**src/rtl/gfht_pkg.sv**
```systemverilog
// gfht_pkg: types, state codes, register indexes and reset values
// shared by the gnss fusion health tracker rtl; no dependencies
`default_nettype none

package gfht_pkg;

   localparam int TIME_BITS = 48;

   localparam int TIME_IN_W = 48;
   localparam int KIND_W    = 3;
   localparam int MODE_W    = 3;
   localparam int STATE_W   = 3;
   localparam int TMO_W     = 32;
   localparam int CSR_IDX_W = 2;
   localparam int CSR_DAT_W = 32;

   localparam logic [KIND_W-1:0] FIX_KIND_3D     = 3'd3;
   localparam logic [MODE_W-1:0] FUSION_MODE_RUN = 3'd1;

   localparam logic [TMO_W-1:0] DEGRADE_TIMEOUT_RST = 32'd5000;

   typedef enum logic [CSR_IDX_W-1:0] {
      CSR_DEGRADE_TIMEOUT    = 2'd0,
      CSR_MIN_FIX_KIND       = 2'd1,
      CSR_FUSION_ACTIVE_CODE = 2'd2
   } csr_index_type;

   typedef enum logic [STATE_W-1:0] {
      ST_UNKNOWN     = 3'd0,
      ST_UNCAL       = 3'd1,
      ST_CALIBRATING = 3'd2,
      ST_FUSION      = 3'd3,
      ST_DEGRADED    = 3'd4,
      ST_LOST        = 3'd5
   } state_type;

   typedef struct packed {
      logic [TMO_W-1:0]  degrade_timeout;
      logic [KIND_W-1:0] min_fix_kind;
      logic [MODE_W-1:0] fusion_active_code;
   } cfg_type;

   typedef struct packed {
      logic [TIME_IN_W-1:0] time_ms;
      logic                 nav_present;
      logic [KIND_W-1:0]    gnss_fix_kind;
      logic                 fix_ok_flag;
      logic                 status_present;
      logic [MODE_W-1:0]    sensor_fusion_mode;
   } item_type;

   typedef struct packed {
      logic [STATE_W-1:0] prior_state;
      logic [STATE_W-1:0] state_after;
      logic               changed;
   } result_type;

endpackage

`default_nettype wire

```
**src/rtl/gfht_if.sv**
```systemverilog
// gfht_req_if / gfht_rsp_if: valid-ready channels of the tracker
// depends on gfht_pkg for field widths
`default_nettype none

interface gfht_req_if;
   logic                           valid;
   logic                           ready;
   logic [gfht_pkg::TIME_IN_W-1:0] time_ms;
   logic                           nav_present;
   logic [gfht_pkg::KIND_W-1:0]    gnss_fix_kind;
   logic                           fix_ok_flag;
   logic                           status_present;
   logic [gfht_pkg::MODE_W-1:0]    sensor_fusion_mode;

   modport source (
      output valid, time_ms, nav_present, gnss_fix_kind, fix_ok_flag,
             status_present, sensor_fusion_mode,
      input  ready
   );
   modport sink (
      input  valid, time_ms, nav_present, gnss_fix_kind, fix_ok_flag,
             status_present, sensor_fusion_mode,
      output ready
   );
endinterface

interface gfht_rsp_if;
   logic                         valid;
   logic                         ready;
   logic [gfht_pkg::STATE_W-1:0] prior_state;
   logic [gfht_pkg::STATE_W-1:0] state_after;
   logic                         changed;

   modport source (
      output valid, prior_state, state_after, changed,
      input  ready
   );
   modport sink (
      input  valid, prior_state, state_after, changed,
      output ready
   );
endinterface

`default_nettype wire

```
**src/rtl/gfht_csr.sv**
```systemverilog
// gfht_csr: configuration registers written through the csr port
// depends on gfht_pkg
`default_nettype none

module gfht_csr (
   input  wire logic                           clock,
   input  wire logic                           reset,
   input  wire logic                           csr_we,
   input  wire logic [gfht_pkg::CSR_IDX_W-1:0] csr_index,
   input  wire logic [gfht_pkg::CSR_DAT_W-1:0] csr_wdata,
   output gfht_pkg::cfg_type                   cfg
);

   gfht_pkg::cfg_type cfg_ff;
   gfht_pkg::cfg_type cfg_in;

   always_comb begin
      cfg_in = cfg_ff;
      if (csr_we) begin
         case (gfht_pkg::csr_index_type'(csr_index))
            gfht_pkg::CSR_DEGRADE_TIMEOUT: begin
               cfg_in.degrade_timeout = csr_wdata[gfht_pkg::TMO_W-1:0];
            end
            gfht_pkg::CSR_MIN_FIX_KIND: begin
               cfg_in.min_fix_kind = csr_wdata[gfht_pkg::KIND_W-1:0];
            end
            gfht_pkg::CSR_FUSION_ACTIVE_CODE: begin
               cfg_in.fusion_active_code = csr_wdata[gfht_pkg::MODE_W-1:0];
            end
            default: begin
               cfg_in = cfg_ff;
            end
         endcase
      end
   end

   always_ff @(posedge clock) begin
      if (reset) begin
         cfg_ff.degrade_timeout    <= gfht_pkg::DEGRADE_TIMEOUT_RST;
         cfg_ff.min_fix_kind       <= gfht_pkg::FIX_KIND_3D;
         cfg_ff.fusion_active_code <= gfht_pkg::FUSION_MODE_RUN;
      end else begin
         cfg_ff <= cfg_in;
      end
   end

   assign cfg = cfg_ff;

endmodule

`default_nettype wire

```
**src/rtl/gfht_core.sv**
```systemverilog
// gfht_core: fix flag, health state and entry time, one step per transaction
// depends on gfht_pkg
`default_nettype none

module gfht_core (
   input  wire logic                         clock,
   input  wire logic                         reset,
   input  wire logic                         advance,
   input  wire gfht_pkg::item_type           item,
   input  wire gfht_pkg::cfg_type            cfg,
   output gfht_pkg::result_type              result,
   output gfht_pkg::state_type               cur_state
);

   gfht_pkg::state_type                  state_ff;
   gfht_pkg::state_type                  state_in;
   logic                                 fix_ff;
   logic                                 fix_in;
   logic [gfht_pkg::TIME_BITS-1:0]       entered_ff;
   logic [gfht_pkg::TIME_BITS-1:0]       now;
   logic [gfht_pkg::TIME_BITS-1:0]       elapsed;
   logic                                 timed_out;
   logic                                 go;

   assign now       = gfht_pkg::TIME_BITS'(item.time_ms);
   assign elapsed   = now - entered_ff;
   assign timed_out = elapsed > gfht_pkg::TIME_BITS'(cfg.degrade_timeout);

   always_comb begin
      fix_in = fix_ff;
      if (item.nav_present) begin
         fix_in = (item.gnss_fix_kind >= cfg.min_fix_kind) && item.fix_ok_flag;
      end
   end

   always_comb begin
      state_in = state_ff;
      case (state_ff)
         gfht_pkg::ST_UNKNOWN: begin
            if (item.nav_present) begin
               state_in = fix_in ? gfht_pkg::ST_CALIBRATING : gfht_pkg::ST_UNCAL;
            end
         end
         gfht_pkg::ST_UNCAL: begin
            if (item.nav_present && fix_in) begin
               state_in = gfht_pkg::ST_CALIBRATING;
            end
         end
         gfht_pkg::ST_CALIBRATING: begin
            if (item.status_present && fix_in &&
                item.sensor_fusion_mode == cfg.fusion_active_code) begin
               state_in = gfht_pkg::ST_FUSION;
            end
         end
         gfht_pkg::ST_FUSION: begin
            if (item.nav_present && !fix_in) begin
               state_in = gfht_pkg::ST_DEGRADED;
            end
         end
         gfht_pkg::ST_DEGRADED: begin
            if (item.nav_present && fix_in) begin
               state_in = gfht_pkg::ST_FUSION;
            end else if (timed_out) begin
               state_in = gfht_pkg::ST_LOST;
            end
         end
         gfht_pkg::ST_LOST: begin
            if (item.nav_present && fix_in) begin
               state_in = gfht_pkg::ST_CALIBRATING;
            end
         end
         default: begin
            state_in = state_ff;
         end
      endcase
   end

   // a transition is any step that leaves the current state
   assign go = (state_in != state_ff);

   always_ff @(posedge clock) begin
      if (reset) begin
         state_ff   <= gfht_pkg::ST_UNKNOWN;
         fix_ff     <= 1'b0;
         entered_ff <= '0;
      end else if (advance) begin
         fix_ff <= fix_in;
         if (go) begin
            state_ff   <= state_in;
            entered_ff <= now;
         end
      end
   end

   assign result.prior_state = state_ff;
   assign result.state_after = state_in;
   assign result.changed     = go;
   assign cur_state          = state_ff;

endmodule

`default_nettype wire

```
**src/rtl/gnss_fusion_health_tracker_unit.sv**
```systemverilog
// gnss_fusion_health_tracker_unit: top level of the fusion health tracker
// depends on gfht_pkg, gfht_req_if, gfht_rsp_if, gfht_csr and gfht_core
//
// usage
//   req_chan carries one transaction per message: a timestamp plus an
//   optional position report and an optional fusion status report.
//   rsp_chan returns exactly one transaction per request with the state
//   before and after the message and a changed flag, in request order.
//   csr_we/csr_index/csr_wdata write degrade_timeout (0), min_fix_kind (1)
//   and fusion_active_code (2); other indexes are ignored. write only while
//   no request is in flight.
// pipeline
//   a request is captured in the input register, evaluated by the state
//   step in gfht_core and lands in the result register, which drives the
//   response. one request per cycle is sustained while rsp_chan.ready
//   stays high.
// reset
//   synchronous, active high: pipeline empty, state unknown, fix flag
//   clear, entry time zero, registers at their defaults.
// stall
//   with rsp_chan.ready low the result register holds, the input register
//   fills behind it, and req_chan.ready drops once both are occupied.
`default_nettype none

module gnss_fusion_health_tracker_unit (
   input  wire logic                           clock,
   input  wire logic                           reset,
   gfht_req_if.sink                            req_chan,
   gfht_rsp_if.source                          rsp_chan,
   input  wire logic                           csr_we,
   input  wire logic [gfht_pkg::CSR_IDX_W-1:0] csr_index,
   input  wire logic [gfht_pkg::CSR_DAT_W-1:0] csr_wdata
);

   gfht_pkg::cfg_type    cfg;
   gfht_pkg::item_type   req_item;
   gfht_pkg::item_type   s1_item_ff;
   gfht_pkg::result_type core_res;
   gfht_pkg::result_type s2_res_ff;
   gfht_pkg::state_type  core_state;
   logic                 s1_valid_ff;
   logic                 s1_valid_in;
   logic                 s2_valid_ff;
   logic                 s2_valid_in;
   logic                 s2_free;
   logic                 s2_load;
   logic                 s1_free;

   gfht_csr u_csr (
      .clock     (clock),
      .reset     (reset),
      .csr_we    (csr_we),
      .csr_index (csr_index),
      .csr_wdata (csr_wdata),
      .cfg       (cfg)
   );

   assign req_item.time_ms            = req_chan.time_ms;
   assign req_item.nav_present        = req_chan.nav_present;
   assign req_item.gnss_fix_kind      = req_chan.gnss_fix_kind;
   assign req_item.fix_ok_flag        = req_chan.fix_ok_flag;
   assign req_item.status_present     = req_chan.status_present;
   assign req_item.sensor_fusion_mode = req_chan.sensor_fusion_mode;

   // pipeline handshake
   assign s2_free     = !s2_valid_ff || rsp_chan.ready;
   assign s2_load     = s1_valid_ff && s2_free;
   assign s1_free     = !s1_valid_ff || s2_load;
   assign s1_valid_in = s1_free ? req_chan.valid : s1_valid_ff;
   assign s2_valid_in = s2_free ? s1_valid_ff : s2_valid_ff;

   assign req_chan.ready = s1_free;

   gfht_core u_core (
      .clock     (clock),
      .reset     (reset),
      .advance   (s2_load),
      .item      (s1_item_ff),
      .cfg       (cfg),
      .result    (core_res),
      .cur_state (core_state)
   );

   always_ff @(posedge clock) begin
      if (reset) begin
         s1_valid_ff <= 1'b0;
         s2_valid_ff <= 1'b0;
      end else begin
         s1_valid_ff <= s1_valid_in;
         s2_valid_ff <= s2_valid_in;
      end
   end

   always_ff @(posedge clock) begin
      if (s1_free && req_chan.valid) begin
         s1_item_ff <= req_item;
      end
      if (s2_load) begin
         s2_res_ff <= core_res;
      end
   end

   assign rsp_chan.valid       = s2_valid_ff;
   assign rsp_chan.prior_state = s2_res_ff.prior_state;
   assign rsp_chan.state_after = s2_res_ff.state_after;
   assign rsp_chan.changed     = s2_res_ff.changed;

   // state register follows the step that was handed to the result register
   a_state_follows: assert property (@(posedge clock) disable iff (reset)
      s2_load |=> core_state == $past(core_res.state_after))
      else $error("state register does not match the last evaluated step");

   // input side only stalls when both stages are occupied
   a_stall_full: assert property (@(posedge clock) disable iff (reset)
      !req_chan.ready |-> (s1_valid_ff && s2_valid_ff && !rsp_chan.ready))
      else $error("request stalled with a free pipeline stage");

   // changed flag agrees with the reported states
   a_changed: assert property (@(posedge clock) disable iff (reset)
      rsp_chan.valid |-> (rsp_chan.changed ==
                          (rsp_chan.prior_state != rsp_chan.state_after)))
      else $error("changed flag disagrees with state pair");

   // pipeline is empty right after reset
   a_reset_empty: assert property (@(posedge clock)
      $past(reset) |-> (!s1_valid_ff && !s2_valid_ff))
      else $error("pipeline not empty after reset");

endmodule

`default_nettype wire
```
**src/flat_wrapper.sv**
```systemverilog
// flat-port wrapper written by rule: the top's interface ports become plain ports
module gnss_fusion_health_tracker_unit_flat 
  (clock, reset, csr_we, csr_index, csr_wdata, req_chan_valid, req_chan_time_ms, req_chan_nav_present, req_chan_gnss_fix_kind, req_chan_fix_ok_flag, req_chan_status_present, req_chan_sensor_fusion_mode, req_chan_ready, rsp_chan_valid, rsp_chan_prior_state, rsp_chan_state_after, rsp_chan_changed, rsp_chan_ready);
  gfht_req_if req_chan_i ();
  gfht_rsp_if rsp_chan_i ();
  input  wire logic clock;
  input  wire logic reset;
  input  wire logic csr_we;
  input  wire logic [gfht_pkg::CSR_IDX_W-1:0] csr_index;
  input  wire logic [gfht_pkg::CSR_DAT_W-1:0] csr_wdata;
  input wire logic [$bits(req_chan_i.valid)-1:0] req_chan_valid;
  input wire logic [$bits(req_chan_i.time_ms)-1:0] req_chan_time_ms;
  input wire logic [$bits(req_chan_i.nav_present)-1:0] req_chan_nav_present;
  input wire logic [$bits(req_chan_i.gnss_fix_kind)-1:0] req_chan_gnss_fix_kind;
  input wire logic [$bits(req_chan_i.fix_ok_flag)-1:0] req_chan_fix_ok_flag;
  input wire logic [$bits(req_chan_i.status_present)-1:0] req_chan_status_present;
  input wire logic [$bits(req_chan_i.sensor_fusion_mode)-1:0] req_chan_sensor_fusion_mode;
  output wire logic [$bits(req_chan_i.ready)-1:0] req_chan_ready;
  output wire logic [$bits(rsp_chan_i.valid)-1:0] rsp_chan_valid;
  output wire logic [$bits(rsp_chan_i.prior_state)-1:0] rsp_chan_prior_state;
  output wire logic [$bits(rsp_chan_i.state_after)-1:0] rsp_chan_state_after;
  output wire logic [$bits(rsp_chan_i.changed)-1:0] rsp_chan_changed;
  input wire logic [$bits(rsp_chan_i.ready)-1:0] rsp_chan_ready;
  assign req_chan_i.valid = req_chan_valid;
  assign req_chan_i.time_ms = req_chan_time_ms;
  assign req_chan_i.nav_present = req_chan_nav_present;
  assign req_chan_i.gnss_fix_kind = req_chan_gnss_fix_kind;
  assign req_chan_i.fix_ok_flag = req_chan_fix_ok_flag;
  assign req_chan_i.status_present = req_chan_status_present;
  assign req_chan_i.sensor_fusion_mode = req_chan_sensor_fusion_mode;
  assign req_chan_ready = req_chan_i.ready;
  assign rsp_chan_valid = rsp_chan_i.valid;
  assign rsp_chan_prior_state = rsp_chan_i.prior_state;
  assign rsp_chan_state_after = rsp_chan_i.state_after;
  assign rsp_chan_changed = rsp_chan_i.changed;
  assign rsp_chan_i.ready = rsp_chan_ready;
  gnss_fusion_health_tracker_unit u_core (.clock(clock), .reset(reset), .req_chan(req_chan_i), .rsp_chan(rsp_chan_i), .csr_we(csr_we), .csr_index(csr_index), .csr_wdata(csr_wdata));
endmodule
```
**config.mk**
```make
export PLATFORM = sky130hd
export DESIGN_NAME = gnss_fusion_health_tracker_unit_flat
export DESIGN_NICKNAME = d
export VERILOG_FILES = /design/src/rtl/gfht_pkg.sv /design/src/rtl/gfht_if.sv /design/src/rtl/gfht_csr.sv /design/src/rtl/gfht_core.sv /design/src/rtl/gnss_fusion_health_tracker_unit.sv /design/src/flat_wrapper.sv
export SDC_FILE = /design/constraint.sdc
export NUM_CORES = 1
export LEC_CHECK = 0
export BUFFER_PORTS_ARGS = -buffer_cell sky130_fd_sc_hd__buf_2
export CORE_MARGIN = 2
export CORE_UTILIZATION = 57
export CTS_CLUSTER_DIAMETER = 40
export DETAILED_ROUTE_END_ITERATION = 10
export PLACE_DENSITY = 0.84
export SLEW_MARGIN = 20
export SYNTH_ARGS = -nofsm -noshare
export SYNTH_HDL_FRONTEND = slang
export SYNTH_SLANG_ARGS = --single-unit
```
**constraint.sdc**
```tcl
create_clock -name clock -period 7.12 [get_ports clock]
set_input_delay 1.424 -clock clock [delete_from_list [all_inputs] [get_ports clock]]
set_output_delay 1.424 -clock clock [all_outputs]
set_load 0.02 [all_outputs]
```
=== Word level (Yosys, flattened, before mapping) ===
Cells that the tools add are included.

* Flip-flop bits (word level): 156
* Word-level logic and storage cells: 57
* Input port bits: 96

* Muxes and demuxes: 9
* $add $sub $neg: 1
* Equal/unequal tests: 9
* Reduce and logical (&&, ||, !) cells: 19
* Magnitude comparators: 2

{| class="wikitable"
|+ Operator list
! cell !! number
|-
| > comparator 48 x 32 -> 1 bit || 1
|-
| subtractor 48 bit || 1
|-
| two-way mux 3 bit || 6
|-
| one-hot mux 3 bit (5 select lines) || 1
|-
| AND reduction 2 bit || 4
|-
| logical AND 1 bit || 7
|-
| equality test 3 x 2 -> 1 bit (second input constant) || 2
|-
| equality test 3 bit (second input constant) || 2
|-
| equality test 3 x 1 -> 1 bit (second input constant) || 1
|-
| equality test 3 bit || 1
|-
| >= comparator 3 bit || 1
|-
| zero test 1 bit || 3
|-
| zero test 3 bit || 1
|-
| inequality test 3 bit || 1
|-
| equality test 2 x 1 -> 1 bit (second input constant) || 1
|-
| equality test 2 bit (second input constant) || 1
|-
| zero test 2 bit || 1
|-
| logical OR 1 bit || 2
|-
| two-way mux 2 bit || 1
|-
| OR reduction 2 bit || 1
|-
| two-way mux 1 bit || 1
|}

=== Depth between registers and ports, before layout ===
* Word-level depth: 9
* Depth in mapped cells: 26
* Gate-level depth less buffers: 25

=== Hierarchy ===
A second synthesis with hierarchy kept.

* Cells, all modules: 1,103
* Area, all modules: 10,252.3 µm²

{| class="wikitable"
|+ Modules (own cells, without submodules)
! module !! cells each !! sequential area each (µm²) !! area an instance (µm²) !! times used
|-
| gfht_core || 865 || 1,041.0 || 6,532.5 || 1
|-
| gnss_fusion_health_tracker_unit || 74 || 1,961.9 || 2,025.7 || 1
|-
| gfht_csr || 164 || 760.7 || 1,694.1 || 1
|}

=== Worst setup path before layout ===
Ideal clock, no wire load.

* Kind: flip-flop to flip-flop
* Start: reg u_core.s1_item_ff[17] in the netlist's numbering
* End: reg u_core.u_core.state_ff[2] (netlist: u_core.u_core.cur_state[2])
* Path slack: 2.358 ns
* Cell stages (with the launch flop): 26
* Arrival: 4.631 ns
* Setup time: 0.132 ns
* Required time: 6.988 ns
* Period minus slack after synthesis: 4.762 ns
* Cells stage by stage: edfxtp_1 ha_1 clkbuf_1 a21oi_1 o21ai_0 a22o_1 a211oi_1 o21bai_1 a21oi_1 nor2_1 nor2_1 xnor2_1 ha_1 a21o_1 a21o_1 a21oi_1 o31ai_1 o21ai_0 o2111ai_1 or4_1 nor4_2 a21bo_2 inv_2 buf_2 a21oi_1 nor3_1

* Longest elaborated chain between the ends: 7

{| class="wikitable"
|+ RTL lines
! item !! RTL line !! RTL
|-
| from (decl) || gnss_fusion_health_tracker_unit.sv:37 || <nowiki>gfht_pkg::item_type s1_item_ff;</nowiki>
|-
| from (signal assigned) || gnss_fusion_health_tracker_unit.sv:96 || <nowiki>s1_item_ff <= req_item;</nowiki>
|-
| subtractor 48 bit * || gfht_core.sv:26 || <nowiki>assign elapsed = now - entered_ff;</nowiki>
|-
| > comparator 48 x 32 -> 1 bit * || gfht_core.sv:27 || <nowiki>assign timed_out = elapsed > gfht_pkg::TIME_BITS'(cfg.degrade_timeout);</nowiki>
|-
| two-way mux 3 bit * || gfht_core.sv:63 || <nowiki>end else if (timed_out) begin</nowiki>
|-
| two-way mux 3 bit * || gfht_core.sv:61 || <nowiki>if (item.nav_present && fix_in) begin</nowiki>
|-
| one-hot mux 3 bit (5 select lines) * || gfht_core.sv:38 || <nowiki>case (state_ff)</nowiki>
|-
| inequality test 3 bit || gfht_core.sv:79 || <nowiki>assign go = (state_in != state_ff);</nowiki>
|-
| AND reduction 2 bit (no line) || n/a ||
|-
| to (signal assigned) || gfht_core.sv:83 || <nowiki>state_ff <= gfht_pkg::ST_UNKNOWN;</nowiki>
|-
| to (signal assigned) || gfht_core.sv:89 || <nowiki>state_ff <= state_in;</nowiki>
|-
| to (decl) || gfht_core.sv:15 || <nowiki>gfht_pkg::state_type state_ff;</nowiki>
|}

Mark *: on every way between the ends. The rest lies on a longest branch, timed or not.
A chain may end at the register's enable or synchronous reset.

=== Worst setup path after layout ===
* Start: reg u_core.s1_item_ff[19] in the netlist's numbering
* End: reg u_core.u_core.entered_ff[12] in the netlist's numbering

* Longest elaborated chain between the ends: 7

{| class="wikitable"
|+ RTL lines
! item !! RTL line !! RTL
|-
| subtractor 48 bit || gfht_core.sv:26 ||
|-
| > comparator 48 x 32 -> 1 bit || gfht_core.sv:27 ||
|-
| two-way mux 3 bit || gfht_core.sv:63 ||
|-
| two-way mux 3 bit || gfht_core.sv:61 ||
|-
| one-hot mux 3 bit (5 select lines) || gfht_core.sv:38 ||
|-
| inequality test 3 bit || gfht_core.sv:79 ||
|-
| AND reduction 2 bit (no line) || n/a ||
|-
| to (signal assigned) || gfht_core.sv:90 || <nowiki>entered_ff <= now;</nowiki>
|-
| to (decl) || gfht_core.sv:19 || <nowiki>logic [gfht_pkg::TIME_BITS-1:0] entered_ff;</nowiki>
|}

Every way passes these cells.

==> impl_metrics.ini <==
[status]
status = completed

[cells_and_area]
final_common_cell = a21oi_1
nets = 1419
drive_gt1_share_pct = 12.45
final_cell_count_no_fill = 1473
layout_common_cells = a21oi_1, nand2_1, buf_2
n_antenna_cell = 0
syn2layout_area_growth_pct = 11.03

[worst_setup_path]
cpLargestDelayFamily = compound AO/OA/AOI/OAI gates
cp_max_fo = 50
path_depth = 23
crit_required_ps = 7390
cp_cell_sequence = ha_1 > a21oi_1 > o21ai_0 > a22o_1 > a211oi_1 > o21bai_1 > a21oi_1 > nor2_1 > nor2_1 > xnor2_1 > ha_1 > a21o_1 > a21o_1 > a21oi_1 > o31ai_1 > o21ai_0 > o2111ai_1 > or4_1 > nor4_2 > a21bo_2 > inv_2 > nand3_1 > a21oi_1
crit_end = u_core.u_core.entered_ff[12]
critPathMostFrequentCell = a21oi_1
cp.arrival_ps = 6790
start_kind = flip-flop
crit_buf_inv = 1
critPathSlowestCell = or4_1
reg2reg_depth = 23
ff2ff_setup_slack_ps = 600
r2r_end = u_core.u_core.entered_ff[12]
path_class = reg -> reg
crit_start = u_core.s1_item_ff[19]
critPathMaxStageDelay_ps = 500
critPathCaptureType = flip-flop
rr_startpoint = u_core.s1_item_ff[19]

[global_routing]
grt_pass1_vias = 8186
overflow = 0
grt_max_degree = 93
grt_pass1_wl_mm = 39.83
track_usage_pct = 27.00
antenna_found_initial = 0

[sta]
slew_headroom_pct = 31.56
maxSlewViolCount = 0
fmax_ghz = 0.1534
layout_min_cycle_time_ps = 6517
setup_viol = 0
tightest_slew_ps = 1027
hold_viol_final = 0
rsz0062_at_grt = false
fin_tns_setup_ps = 0
finalCritPeriodShare_pct = 91.54
finClkSkew_ps = 11.82

[clock_tree]
cts_resized = 0
post-cts-setup-buffers = 0
ctsLongestPathBuffers = 2
tritoncts = built
cts.sinks = 156
clock_latency_ps = 440
path_clk_slew_ps = 70
root_buffer = clkbuf_16
hold_buffers = 0
cts_inserted_buffers = 17
htree_levels = 4

[logic_synthesis]
syn_inst = 1187
synth_seq_cells = 156
synth_cell_type_count = 64
syn_area_mm2 = 0.009822
avgSynthCellArea_um2 = 8.275
synth_ff_type = dfxtp_1
syn_nets = 1366
synth.yosys.warnings = 0
async_reset_ff_share_pct = 0
yosysSeqAreaShare_pct = 38.32
synth-edff-count = 64

[floorplan]
dieArea_mm2 = 0.01830
core_region_area_mm2 = 0.01670
die_h_um = 135.3
die_w_um = 135.3
num_io_pins = 105
rows = 47
initial_utilization_pct = 58.81

[drt]
viasPerCell = 5.921
drc = 0
wl_per_cell_um = 16.39
drt_first_pass_iters = 6
ant_nets = 0
vias = 8722
drtIter0Drc = 655
wl_mm = 24.14

[worst_hold_path]
worstHoldPathType = reg -> reg
worstHoldPathCells = 2

[placement]
dp.cells = 1441
portBuffers = 104
place.gp.congestion = 0.9501
place_hpwl_mm = 17.52

[pwr]
vdd_ir_drop_max_uv = 228.8
power_density_mw_per_mm2 = 228.3
p_leak_uw = 0.004160

[run]
cap_violations = 0
==> sequential cells by signal, indices dropped and copies added (netlist names) <==
register	count
u_core.rsp_chan.changed	1
u_core.s1_valid_ff	1
u_core.s1_item_ff	57
u_core.u_core.cur_state	3
u_core.rsp_chan.valid	1
u_core.rsp_chan.state_after	3
u_core.rsp_chan.prior_state	3
u_core.u_core.entered_ff	48
u_core.u_csr.cfg	38
u_core.u_core.fix_ff	1
==> worst min-delay path by stage <==
stage	from	slack, ps	endpoint
3_3_place_gp	u_core.u_csr.cfg[34]	440	u_core.u_csr.cfg[34]
4_1_cts	u_core.u_csr.cfg[12]	460	u_core.u_csr.cfg[12]
3_5_place_dp	u_core.u_csr.cfg[12]	450	u_core.u_csr.cfg[12]
5_1_grt	u_core.u_csr.cfg[29]	480	u_core.u_csr.cfg[29]
2_1_floorplan	u_core.u_core.cur_state[0]	410	u_core.rsp_chan.prior_state[0]
6_report	u_core.u_csr.cfg[7]	460	u_core.u_csr.cfg[7]
==> worst reg2reg max path: cells and delay by family (launching register included) <==
family	cells	cell delay, ps
buffers and inverters	1	500
adders and majority gates	2	690
xor gates and xnor gates	1	170
and+or+nand+nor	5	1270
AOI/OAI and AO/OA	14	3300
DFF	1	420
==> logic make-up (layout without fill, tap and decap cells) <==
kind of cell	after synthesis	in the layout	synth area share, %
compound gates	373	373	22.64
simple gates	355	355	17.02
buf+inv	175	241	7.261
flops	156	156	38.32
fa+ha+maj	83	83	10.65
xor+xnor	38	38	3.388
mux	7	7	0.7261
==> power breakdown <==
part / leakage [uW] / switching, uW / internal, uW
Combinational: 0.00250 / 371 / 218
Sequential: 0.00137 / 25.3 / 979
Clock: 0.000286 / 402 / 493
Total: 0.00416 / 798 / 1690
==> per-stage QoR <==
step | util [%] | total power, uW | hold WS, ps | worst slack (ps) | cell area, um^2
6_report | 65.30 | 2489 | 455.7 | 602.6 | 10910
5_1_grt | 65.30 | 2613 | 480.1 | 333.9 | 10910
4_1_cts | 65.29 | 2494 | 458.0 | 789.0 | 10900
3_5_place_dp | 61.84 | 1601 | 447.7 | 824.1 | 10330
3_3_place_gp | 61.84 | 1586 | 442.7 | 837.1 | 10330
2_1_floorplan | - | 1453 | 406.4 | 2358 | 9822
==> area by class of cell <==
cell class	count	area (um^2)
fillers	1402	5796
multi-input cells	856	5351
flip-flops and latches	156	3764
repair buffers	110	565.5
clock buffers	17	425.4
inverters	99	372.9
well taps	220	275.3
clock inverters	15	151.4
==> Yosys cell counts (12+ instances only) <==
cell	count	area share, %
ha_1	82	10
a21o_1	26	2.0
nand2_1	128	4.9
nand4_1	38	2.4
xor2_1	16	1.4
xnor2_1	22	2.0
clkbuf_1	46	1.8
edfxtp_1	64	20
dfxtp_1	92	19
o21ai_0	89	4.5
a21oi_1	155	7.9
a211oi_1	13	0.99
nand3_1	60	3.1
o21ai_1	12	0.61
nor2_1	67	2.6
nor3_1	15	0.76
buf_2	23	1.2
inv_1	97	3.7
==> per-layer routing <==
layer	GRT usage, %	up-vias	share of wire [%]
met1	36.48	4049	46
li1	-	4347	-
met4	7.060	0	1.4
met2	44.95	296	47
met3	4.826	30	5.9
met5	0	-	0
Note: power is estimated with default switching activity, not from simulation.
